## src/design/yuvrgb_pkg.sv

```systemverilog
`default_nettype none

package yuvrgb_pkg;

  localparam int unsigned CH_W   = 8;   // one color sample
  localparam int unsigned PROD_W = 15;  // |c| * coefficient, up to 22656
  localparam int unsigned RCP_W  = 13;
  localparam int unsigned SUM_W  = 10;  // signed channel before clamping
  localparam int unsigned CNT_W  = 2;

  localparam logic [CH_W-1:0] K_RV = 8'd140;
  localparam logic [CH_W-1:0] K_GU = 8'd34;
  localparam logic [CH_W-1:0] K_GV = 8'd71;
  localparam logic [CH_W-1:0] K_BU = 8'd177;
  localparam logic [CH_W-1:0] CHROMA_OFS = 8'd128;
  localparam logic [CH_W-1:0] CH_MAX = 8'd255;

  // floor(m / 100) == (m * 5243) >> 19 for every m below 2^15
  localparam logic [RCP_W-1:0] RCP_100 = 13'd5243;
  localparam int unsigned RCP_SH = 19;

  localparam logic [CNT_W-1:0] CNT_RGB24   = 2'd3;
  localparam logic [CNT_W-1:0] CNT_RGB1555 = 2'd2;

  typedef enum logic {
    FMT_RGB24   = 1'b0,
    FMT_RGB1555 = 1'b1
  } fmt_t;

  typedef struct packed {
    logic [CH_W-1:0] r;
    logic [CH_W-1:0] g;
    logic [CH_W-1:0] b;
  } rgb_t;

  function automatic logic [CH_W-1:0] div100(input logic [PROD_W-1:0] m);
    logic [PROD_W+RCP_W-1:0] p;
    p = (PROD_W+RCP_W)'(m) * (PROD_W+RCP_W)'(RCP_100);
    return p[RCP_SH +: CH_W];
  endfunction

  function automatic logic signed [SUM_W-1:0] apply_sign(input logic neg,
                                                         input logic [CH_W-1:0] q);
    logic signed [SUM_W-1:0] s;
    s = $signed({{(SUM_W-CH_W){1'b0}}, q});
    return neg ? -s : s;
  endfunction

  function automatic logic [CH_W-1:0] sat8(input logic signed [SUM_W-1:0] x);
    logic [CH_W-1:0] res;
    if (x < 0) begin
      res = '0;
    end else if (x > $signed({{(SUM_W-CH_W){1'b0}}, CH_MAX})) begin
      res = CH_MAX;
    end else begin
      res = x[CH_W-1:0];
    end
    return res;
  endfunction

endpackage

`default_nettype wire

```

## src/design/yuvrgb_if.sv

```systemverilog
`default_nettype none

interface yuvrgb_in_if;
  logic                        valid;
  logic                        ready;
  logic [yuvrgb_pkg::CH_W-1:0] luma;
  logic [yuvrgb_pkg::CH_W-1:0] chroma_blue;
  logic [yuvrgb_pkg::CH_W-1:0] chroma_red;

  modport source (output valid, output luma, output chroma_blue, output chroma_red,
                  input ready);
  modport sink   (input valid, input luma, input chroma_blue, input chroma_red,
                  output ready);
endinterface

interface yuvrgb_out_if;
  logic                         valid;
  logic                         ready;
  logic [yuvrgb_pkg::CH_W-1:0]  byte_first;
  logic [yuvrgb_pkg::CH_W-1:0]  byte_second;
  logic [yuvrgb_pkg::CH_W-1:0]  byte_third;
  logic [yuvrgb_pkg::CNT_W-1:0] byte_count;

  modport source (output valid, output byte_first, output byte_second,
                  output byte_third, output byte_count, input ready);
  modport sink   (input valid, input byte_first, input byte_second,
                  input byte_third, input byte_count, output ready);
endinterface

`default_nettype wire

```

## src/design/yuvrgb_pipe.sv

```systemverilog
`default_nettype none

// Three-stage color matrix: constant products, divide by 100, sum and clamp.
module yuvrgb_pipe (
  input  wire logic              clk,
  input  wire logic              rst_n,
  yuvrgb_in_if.sink              in_ch,
  output      logic              pix_valid,
  input  wire logic              pix_ready,
  output      yuvrgb_pkg::rgb_t  pix
);

  localparam int unsigned CW = yuvrgb_pkg::CH_W;
  localparam int unsigned PW = yuvrgb_pkg::PROD_W;
  localparam int unsigned SW = yuvrgb_pkg::SUM_W;

  logic en1, en2, en3;
  logic v1_r, v2_r, v3_r;

  // stage 1: offset removal as sign/magnitude, constant products
  logic          u_neg, v_neg;
  logic [CW-1:0] u_mag, v_mag;
  logic [CW-1:0] y1_r;
  logic          un1_r, vn1_r;
  logic [PW-1:0] prv_r, pgu_r, pgv_r, pbu_r;

  // stage 2: quotients
  logic [CW-1:0] y2_r;
  logic          un2_r, vn2_r;
  logic [CW-1:0] qrv_r, qgu_r, qgv_r, qbu_r;

  // stage 3: signed sums, clamped
  logic signed [SW-1:0] y_s, r_sum, g_sum, b_sum;
  yuvrgb_pkg::rgb_t     rgb3_r;

  assign en3 = !v3_r || pix_ready;
  assign en2 = !v2_r || en3;
  assign en1 = !v1_r || en2;
  assign in_ch.ready = en1;

  always_comb begin
    u_neg = !in_ch.chroma_blue[CW-1];
    v_neg = !in_ch.chroma_red[CW-1];
    u_mag = u_neg ? yuvrgb_pkg::CHROMA_OFS - in_ch.chroma_blue
                  : in_ch.chroma_blue - yuvrgb_pkg::CHROMA_OFS;
    v_mag = v_neg ? yuvrgb_pkg::CHROMA_OFS - in_ch.chroma_red
                  : in_ch.chroma_red - yuvrgb_pkg::CHROMA_OFS;
  end

  always_comb begin
    y_s   = $signed({{(SW-CW){1'b0}}, y2_r});
    r_sum = y_s + yuvrgb_pkg::apply_sign(vn2_r, qrv_r);
    g_sum = y_s - yuvrgb_pkg::apply_sign(un2_r, qgu_r)
                - yuvrgb_pkg::apply_sign(vn2_r, qgv_r);
    b_sum = y_s + yuvrgb_pkg::apply_sign(un2_r, qbu_r);
  end

  always_ff @(posedge clk) begin
    if (!rst_n) begin
      v1_r <= 1'b0;
      v2_r <= 1'b0;
      v3_r <= 1'b0;
    end else begin
      if (en1) v1_r <= in_ch.valid;
      if (en2) v2_r <= v1_r;
      if (en3) v3_r <= v2_r;
    end
  end

  always_ff @(posedge clk) begin
    if (en1) begin
      y1_r  <= in_ch.luma;
      un1_r <= u_neg;
      vn1_r <= v_neg;
      prv_r <= PW'(v_mag) * PW'(yuvrgb_pkg::K_RV);
      pgu_r <= PW'(u_mag) * PW'(yuvrgb_pkg::K_GU);
      pgv_r <= PW'(v_mag) * PW'(yuvrgb_pkg::K_GV);
      pbu_r <= PW'(u_mag) * PW'(yuvrgb_pkg::K_BU);
    end
    if (en2) begin
      y2_r  <= y1_r;
      un2_r <= un1_r;
      vn2_r <= vn1_r;
      qrv_r <= yuvrgb_pkg::div100(prv_r);
      qgu_r <= yuvrgb_pkg::div100(pgu_r);
      qgv_r <= yuvrgb_pkg::div100(pgv_r);
      qbu_r <= yuvrgb_pkg::div100(pbu_r);
    end
    if (en3) begin
      rgb3_r.r <= yuvrgb_pkg::sat8(r_sum);
      rgb3_r.g <= yuvrgb_pkg::sat8(g_sum);
      rgb3_r.b <= yuvrgb_pkg::sat8(b_sum);
    end
  end

  assign pix_valid = v3_r;
  assign pix       = rgb3_r;

endmodule

`default_nettype wire

```

## src/design/yuv_pixel_to_rgb_converter.sv

```systemverilog
// Channel   Role    Handshake        Payload
// in_ch     sink    valid/ready      luma, chroma_blue, chroma_red (8b each)
// out_ch    source  valid/ready      byte_first..byte_third (8b), byte_count (2b)
// cfg       write   cfg_we           cfg_data: output format (0 BGR24, 1 RGB1555)
//
// Four register stages: products, divide by 100, sum/clamp, pack.
// One item per cycle while out_ch.ready is high; each stage holds only while its successor is full
// and stalled, so bubbles collapse and nothing is dropped or repeated.
// rst_n is synchronous: clears all valid bits and sets the format to BGR24.
`default_nettype none

module yuv_pixel_to_rgb_converter (
  input  wire logic clk,
  input  wire logic rst_n,
  yuvrgb_in_if.sink   in_ch,
  yuvrgb_out_if.source out_ch,
  input  wire logic cfg_we,
  input  wire logic cfg_data
);

  localparam int unsigned CW = yuvrgb_pkg::CH_W;

  yuvrgb_pkg::fmt_t fmt_r;
  logic             pix_valid, pix_ready;
  yuvrgb_pkg::rgb_t pix;

  logic                         ov_r;
  logic [CW-1:0]                b0_r, b1_r, b2_r;
  logic [yuvrgb_pkg::CNT_W-1:0] cnt_r;
  logic [15:0]                  word;

  yuvrgb_pipe u_pipe (
    .clk       (clk),
    .rst_n     (rst_n),
    .in_ch     (in_ch),
    .pix_valid (pix_valid),
    .pix_ready (pix_ready),
    .pix       (pix)
  );

  assign pix_ready = !ov_r || out_ch.ready;

  // RGB1555: top five bits of each channel, bit 15 clear
  assign word = {1'b0, pix.r[CW-1 -: 5], pix.g[CW-1 -: 5], pix.b[CW-1 -: 5]};

  always_ff @(posedge clk) begin
    if (!rst_n) begin
      fmt_r <= yuvrgb_pkg::FMT_RGB24;
      ov_r  <= 1'b0;
    end else begin
      if (cfg_we) fmt_r <= yuvrgb_pkg::fmt_t'(cfg_data);
      if (pix_ready) ov_r <= pix_valid;
    end
  end

  always_ff @(posedge clk) begin
    if (pix_ready) begin
      case (fmt_r)
        yuvrgb_pkg::FMT_RGB24: begin
          b0_r  <= pix.b;
          b1_r  <= pix.g;
          b2_r  <= pix.r;
          cnt_r <= yuvrgb_pkg::CNT_RGB24;
        end
        yuvrgb_pkg::FMT_RGB1555: begin
          b0_r  <= word[7:0];
          b1_r  <= word[15:8];
          b2_r  <= '0;
          cnt_r <= yuvrgb_pkg::CNT_RGB1555;
        end
        default: begin
          b0_r  <= pix.b;
          b1_r  <= pix.g;
          b2_r  <= pix.r;
          cnt_r <= yuvrgb_pkg::CNT_RGB24;
        end
      endcase
    end
  end

  assign out_ch.valid       = ov_r;
  assign out_ch.byte_first  = b0_r;
  assign out_ch.byte_second = b1_r;
  assign out_ch.byte_third  = b2_r;
  assign out_ch.byte_count  = cnt_r;

endmodule

`default_nettype wire

```

## src/flat_wrapper.sv

```systemverilog
// flat-port wrapper written by rule: the top's interface ports become plain ports
module yuv_pixel_to_rgb_converter_flat 
  (clk, rst_n, cfg_we, cfg_data, in_ch_valid, in_ch_luma, in_ch_chroma_blue, in_ch_chroma_red, in_ch_ready, out_ch_valid, out_ch_byte_first, out_ch_byte_second, out_ch_byte_third, out_ch_byte_count, out_ch_ready);
  yuvrgb_in_if in_ch_i ();
  yuvrgb_out_if out_ch_i ();
  input  wire logic clk;
  input  wire logic rst_n;
  input  wire logic cfg_we;
  input  wire logic cfg_data;
  input wire logic [$bits(in_ch_i.valid)-1:0] in_ch_valid;
  input wire logic [$bits(in_ch_i.luma)-1:0] in_ch_luma;
  input wire logic [$bits(in_ch_i.chroma_blue)-1:0] in_ch_chroma_blue;
  input wire logic [$bits(in_ch_i.chroma_red)-1:0] in_ch_chroma_red;
  output wire logic [$bits(in_ch_i.ready)-1:0] in_ch_ready;
  output wire logic [$bits(out_ch_i.valid)-1:0] out_ch_valid;
  output wire logic [$bits(out_ch_i.byte_first)-1:0] out_ch_byte_first;
  output wire logic [$bits(out_ch_i.byte_second)-1:0] out_ch_byte_second;
  output wire logic [$bits(out_ch_i.byte_third)-1:0] out_ch_byte_third;
  output wire logic [$bits(out_ch_i.byte_count)-1:0] out_ch_byte_count;
  input wire logic [$bits(out_ch_i.ready)-1:0] out_ch_ready;
  assign in_ch_i.valid = in_ch_valid;
  assign in_ch_i.luma = in_ch_luma;
  assign in_ch_i.chroma_blue = in_ch_chroma_blue;
  assign in_ch_i.chroma_red = in_ch_chroma_red;
  assign in_ch_ready = in_ch_i.ready;
  assign out_ch_valid = out_ch_i.valid;
  assign out_ch_byte_first = out_ch_i.byte_first;
  assign out_ch_byte_second = out_ch_i.byte_second;
  assign out_ch_byte_third = out_ch_i.byte_third;
  assign out_ch_byte_count = out_ch_i.byte_count;
  assign out_ch_i.ready = out_ch_ready;
  yuv_pixel_to_rgb_converter u_core (.clk(clk), .rst_n(rst_n), .in_ch(in_ch_i), .out_ch(out_ch_i), .cfg_we(cfg_we), .cfg_data(cfg_data));
endmodule
```

## config.mk

```make
export PLATFORM = sky130hd
export DESIGN_NAME = yuv_pixel_to_rgb_converter_flat
export DESIGN_NICKNAME = d
export VERILOG_FILES = /design/src/design/yuvrgb_pkg.sv /design/src/design/yuvrgb_if.sv /design/src/design/yuvrgb_pipe.sv /design/src/design/yuv_pixel_to_rgb_converter.sv /design/src/flat_wrapper.sv
export SDC_FILE = /design/constraint.sdc
export NUM_CORES = 1
export LEC_CHECK = 0
export ABC_CLOCK_PERIOD_IN_PS = 11250
export BUFFER_PORTS_ARGS = -buffer_cell sky130_fd_sc_hd__buf_2
export CORE_ASPECT_RATIO = 0.6
export CORE_UTILIZATION = 55
export DETAILED_ROUTE_END_ITERATION = 7
export PLACE_DENSITY = 0.78
export SLEW_MARGIN = 5
export SYNTH_ARGS = -nofsm -noshare
export SYNTH_HDL_FRONTEND = slang
export SYNTH_HIERARCHICAL = 1
export SYNTH_SLANG_ARGS = --single-unit
```

## constraint.sdc

```tcl
create_clock -name clk -period 11.25 [get_ports clk]
set_input_delay 2.25 -clock clk [delete_from_list [all_inputs] [get_ports clk]]
set_output_delay 2.25 -clock clk [all_outputs]
set_load 0.02 [all_outputs]
```

# ---- Word level (Yosys, flattened, before mapping)
# Index checks and enable logic that the tools add are counted.
dict set report word_totals {
  word_cells 76
  output_inout_bits 28
  input_bits 30
  regBits 163
}
dict set report op_classes {
  n_mux 13
  n_bitwise 1
  multipliers 8
  n_addsub 12
  n_reduce_logical 10
  magnitude_cmp 6
}
# op n
set op_table {}
lappend op_table {{15-bit by 13-bit multiplier with 27-bit output, second input constant} 2}
lappend op_table {{8-bit one-hot mux with 2 select lines} 3}
lappend op_table {{10-bit 2-to-1 mux} 4}
lappend op_table {{8-bit 2-to-1 mux} 5}
lappend op_table {{8-bit negator with 10-bit output} 4}
lappend op_table {{10-bit by 9-bit greater-than comparator with 1-bit output, second input constant} 3}
lappend op_table {{10-bit by 1-bit < comparator with 1-bit output, second input constant} 3}
lappend op_table {{13-bit by 13-bit multiplier with 26-bit output, second input constant} 1}
lappend op_table {{13-bit by 13-bit multiplier with 25-bit output, second input constant} 1}
lappend op_table {{9-bit by 10-bit adder with 10-bit output} 2}
lappend op_table {{8-bit subtractor, first input constant} 2}
lappend op_table {{8-bit subtractor, second input constant} 2}
lappend op_table {{8-bit by 7-bit multiplier with 15-bit output, second input constant} 1}
lappend op_table {{8-bit by 8-bit multiplier with 15-bit output, second input constant} 1}
lappend op_table {{8-bit by 5-bit multiplier with 13-bit output, second input constant} 1}
lappend op_table {{8-bit by 6-bit multiplier with 13-bit output, second input constant} 1}
lappend op_table {{10-bit subtractor} 1}
lappend op_table {{9-bit by 10-bit subtractor with 10-bit output} 1}
lappend op_table {{1-bit logical NOT} 6}
lappend op_table {{1-bit logical OR} 4}
lappend op_table {{2-bit one-hot mux with 2 select lines} 1}
lappend op_table {{1-bit inverter} 1}

# ---- Longest topological paths before layout
dict set report logic_depth {
  depth_word 6
  ltp_mapped 20
}

# ---- Cells and area by module
# Netlist, hierarchy kept.
# module cells_per_inst n_inst area_each_um2
set modules_own_cells {}
lappend modules_own_cells {yuvrgb_pipe 2129 1 21530.6}
lappend modules_own_cells {yuv_pixel_to_rgb_converter 62 1 1138.6}

# ---- Worst setup path before layout
# No wires, ideal clock.
dict set report synth_timing {
  kind {input port to output port}
  startpoint {input port out_ch_ready}
  endpoint {output port in_ch_ready}
  path_stages 3
  t_required_ps 9000
  n_path_buf 0
  arrival_time_ps 4760
  slack_ps 4240
  cell_sequence {nand2b_1 -> nor2b_1 -> nand3_1}
}
dict set report synth_via {
  elab_chain_cells 4
}
# element line
set synth_lines {}
lappend synth_lines {{start, declared} flat_wrapper.sv:20} ;# input wire logic [$bits(out_ch_i.ready)-1:0] out_ch_ready;
lappend synth_lines {{1-bit logical OR} yuv_pixel_to_rgb_converter.sv:41} ;# assign pix_ready = !ov_r || out_ch.ready;
lappend synth_lines {{1-bit logical OR} yuvrgb_pipe.sv:36} ;# assign en3 = !v3_r || pix_ready;
lappend synth_lines {{1-bit logical OR} yuvrgb_pipe.sv:37} ;# assign en2 = !v2_r || en3;
lappend synth_lines {{1-bit logical OR} yuvrgb_pipe.sv:38} ;# assign en1 = !v1_r || en2;
lappend synth_lines {{end, declared} flat_wrapper.sv:14} ;# output wire logic [$bits(in_ch_i.ready)-1:0] in_ch_ready;
# Every way passes these cells.

# ---- Worst setup path after layout
dict set report layout_timing {
  startpoint {input port in_ch_chroma_red[0]}
  endpoint {register u_core.u_pipe.pgv_r[13] (data pin)}
}
dict set report layout_via {
  elab_chain_cells 3
  elab_cells_between_ends 4
  cone_classes {add/sub (2); mul (1); mux (1)}
}
# element line
set layout_lines {}
lappend layout_lines {{start, declared} flat_wrapper.sv:13} ;# input wire logic [$bits(in_ch_i.chroma_red)-1:0] in_ch_chroma_red;
lappend layout_lines {{8-bit subtractor (on tied branches)} {yuvrgb_pipe.sv:46, yuvrgb_pipe.sv:47}}
lappend layout_lines {{8-bit 2-to-1 mux (*)} yuvrgb_pipe.sv:46} ;# v_mag = v_neg ? yuvrgb_pkg::CHROMA_OFS - in_ch.chroma_red
lappend layout_lines {{8-bit by 7-bit multiplier with 15-bit output (*)} yuvrgb_pipe.sv:77} ;# pgv_r <= PW'(v_mag) * PW'(yuvrgb_pkg::K_GV);
lappend layout_lines {{end signal, assigned} yuvrgb_pipe.sv:77}
lappend layout_lines {{end, declared} yuvrgb_pipe.sv:25} ;# logic [PW-1:0] prv_r, pgu_r, pgv_r, pbu_r;
# Every way passes the cells marked *; elsewhere a longest branch is shown, timed or not.
# A chain may end at the register's enable or synchronous reset.

==> metrics.cfg <==
[outcome]
outcome = completed

[synth]
syn_nets = 2970
syn_area_um2 = 22700
synth_top_area_share_pct = 26.2
synth_cells = 2191
ys_seq_elements = 155
synth_edf_count = 150
synthArstFlopShare_pct = 0
syn_avg_cell_area_um2 = 10.3
synth_area_leaders = ha_1 26%, fa_1 24%, edfxtp_1 20%
synth_cell_type_count = 67
ys.flop_type = edfxtp_1
yosysWarnings = 6
synth_largest_area_cell = ha_1
seq_area_frac_synth_pct = 20.3

[worst_setup_path]
start_kind = primary input
endpoint_kind = flip-flop
arrival_ns = 6.60
path_class = in -> reg
crit_fanout = 6
r2r_slack_ns = 5.43
required_ns = 11.44

[finish]
design_area_um2 = 24200
final_common_cell = inv_1
nets = 3037
num_antenna_cells = 0
drive_above_1_share_pct = 5.64
mostFrequentLayoutCells = 676 x inv_1, 474 x ha_1, 275 x fa_1, 150 x edfxtp_1, 92 x xnor2_1
area.growth.synth_to_final_pct = 6.73
nFillCells = 3298
fin_util_pct = 59.7

[timing]
worst_pin_slew_ns = 1.07
slew_headroom_pct = 28.7
max_freq_mhz = 156
setup_viol = 0
fin_crit_sh_pct = 57.0
maxSlewViolCount = 0
hold_viol_final = 0
fin_setup_tns_ns = 0
finalCriticalPeriod_ns = 6.42
rsz0062_at_grt = no
hold-worst-slack_ns = 0.425
final.setup_skew_ns = 0.0176

[drt]
viasPerCell = 5.29
routed_wl_um = 47900
drtIter0Drc = 907
drtAntennaViolNets = 0
first_pass_iters = 5
vias = 14800
routedWlPerCell_um = 17.1
drc = 0

[die]
num_rows = 57
initial_core_util_pct = 56.0
io_pins = 58
die-area_um2 = 42100
die_w_um = 264
fp.dieH_um = 159
core_um2 = 40500

[clock_tree]
cts.repair.resized = 0
cts_max_level = 4
cts-hold-fix-buffers = 0
cts_root_buf = clkbuf_16
cts_buffers = 17
insertion_delay_ns = 0.45
clkSinkCount = 155
post_cts_buffers = 0
clkTransAtPathRegs_ns = 0.08
cts_tree = built
clock_path_buffers = 2

[global_routing]
overflow = 0
grt_use_total_pct = 23.9
grt_pass1_vias = 15500
grt_max_degree = 43
grt_pass1_wl_um = 79300
grt_antenna_before_repair = 0

[run]
maxCapViolations = 0

[place]
place_area_um2 = 23600
place_hpwl_um = 41000
place_congestion = 0.942
portBuffers = 56

[hold_path]
hp-class = reg -> reg

-- worst paths after layout --
check                          start                      end  cells past startpoint
max              in_ch_chroma_red[0]  u_core/u_pipe/pgv_r[13]                     18
min            u_core/u_pipe/y1_r[0]    u_core/u_pipe/y2_r[0]                      0
max reg2reg  u_core/u_pipe/prv_r[12]   u_core/u_pipe/qrv_r[6]                     17
min reg2reg    u_core/u_pipe/y1_r[0]    u_core/u_pipe/y2_r[0]                      0
-- worst max-delay path: stages --
cell	delay [ns]
buf_2	0.15
inv_1	0.06
ha_1	0.24
a31oi_1	0.21
xor2_1	0.45
ha_1	0.32
ha_1	0.27
inv_1	0.05
fa_1	0.52
fa_1	0.51
inv_1	0.04
ha_1	0.35
a21oi_1	0.16
o21ai_0	0.18
a211oi_1	0.44
o21bai_1	0.10
a21oi_1	0.19
xnor2_1	0.08
-- stage by stage --
stage	worst slack (ns)	std cells
finish	4.83	2802
global placement	4.61	2770
CTS	4.85	2802
detailed placement	4.41	2770
global route	4.54	2802
floorplan	4.24	2191
-- cell type report --
class                           instances  area, um^2  share of cell area, %
Inverter                              676        2540                   10.5
Tap cell                              531         664                   2.75
Sequential cell                       155        4600                   19.0
Clock buffer                           17         425                   1.76
Multi-Input combinational cell       1349       15500                   63.9
Clock inverter                         15         188                  0.776
Timing Repair Buffer                   59         303                   1.25
-- registers in the layout (all words and copies together) (netlist names), 8 cells and up --
signal and count:
u_core/u_pipe/qgu_r 8, u_core/u_pipe/pgv_r 15, u_core/out_ch.byte_first 8, u_core/u_pipe/y1_r 8
u_core/out_ch.byte_second 8, u_core/u_pipe/pgu_r 8, u_core/u_pipe/y2_r 8, u_core/out_ch.byte_third 8
u_core/u_pipe/qgv_r 8, u_core/u_pipe/qbu_r 8, u_core/u_pipe/pbu_r 15, u_core/u_pipe/pix 24
u_core/u_pipe/prv_r 11, u_core/u_pipe/qrv_r 8
-- cell usage after synthesis (all sizes together) (5+ instances only) --
| library cell | instances |
|---|---|
| xor2 | 36 |
| o21bai | 12 |
| edfxtp | 150 |
| inv | 676 |
| nand2b | 12 |
| xnor2 | 92 |
| mux2 | 17 |
| nor2 | 44 |
| o31ai | 13 |
| ha | 474 |
| nand3 | 16 |
| a21boi | 6 |
| a211oi | 8 |
| nand4 | 6 |
| a21oi | 72 |
| o21ai | 41 |
| clkbuf | 7 |
| a21o | 32 |
| dfxtp | 5 |
| and3 | 5 |
| o21a | 26 |
| fa | 275 |
| or3 | 5 |
| o41ai | 5 |
| nor3 | 23 |
| a31oi | 11 |
| nand2 | 54 |
| nor2b | 20 |
-- metal layers --
metal,up-vias,routed length [um],track usage [%]
met4,0,405,3.57
met3,36,2940,4.05
met2,430,20700,36.0
met1,7225,23900,36.6
met5,-,0,0
li1,7126,-,-
-- logic make-up after synthesis --
| kind of cell | after synthesis | share of synthesized area [%] |
|---|---|---|
| fa+ha+maj | 749 | 50.4 |
| buf+inv | 687 | 11.5 |
| compound gates | 252 | 7.36 |
| simple gates | 199 | 4.30 |
| flops | 155 | 20.3 |
| xor+xnor | 128 | 4.95 |
| mux | 19 | 1.10 |
| other cells | 2 | 0.0331 |
Power is left out: the tool's default activity adds up to more than one toggle a clock period on the data nets, which glitch-free logic cannot reach.
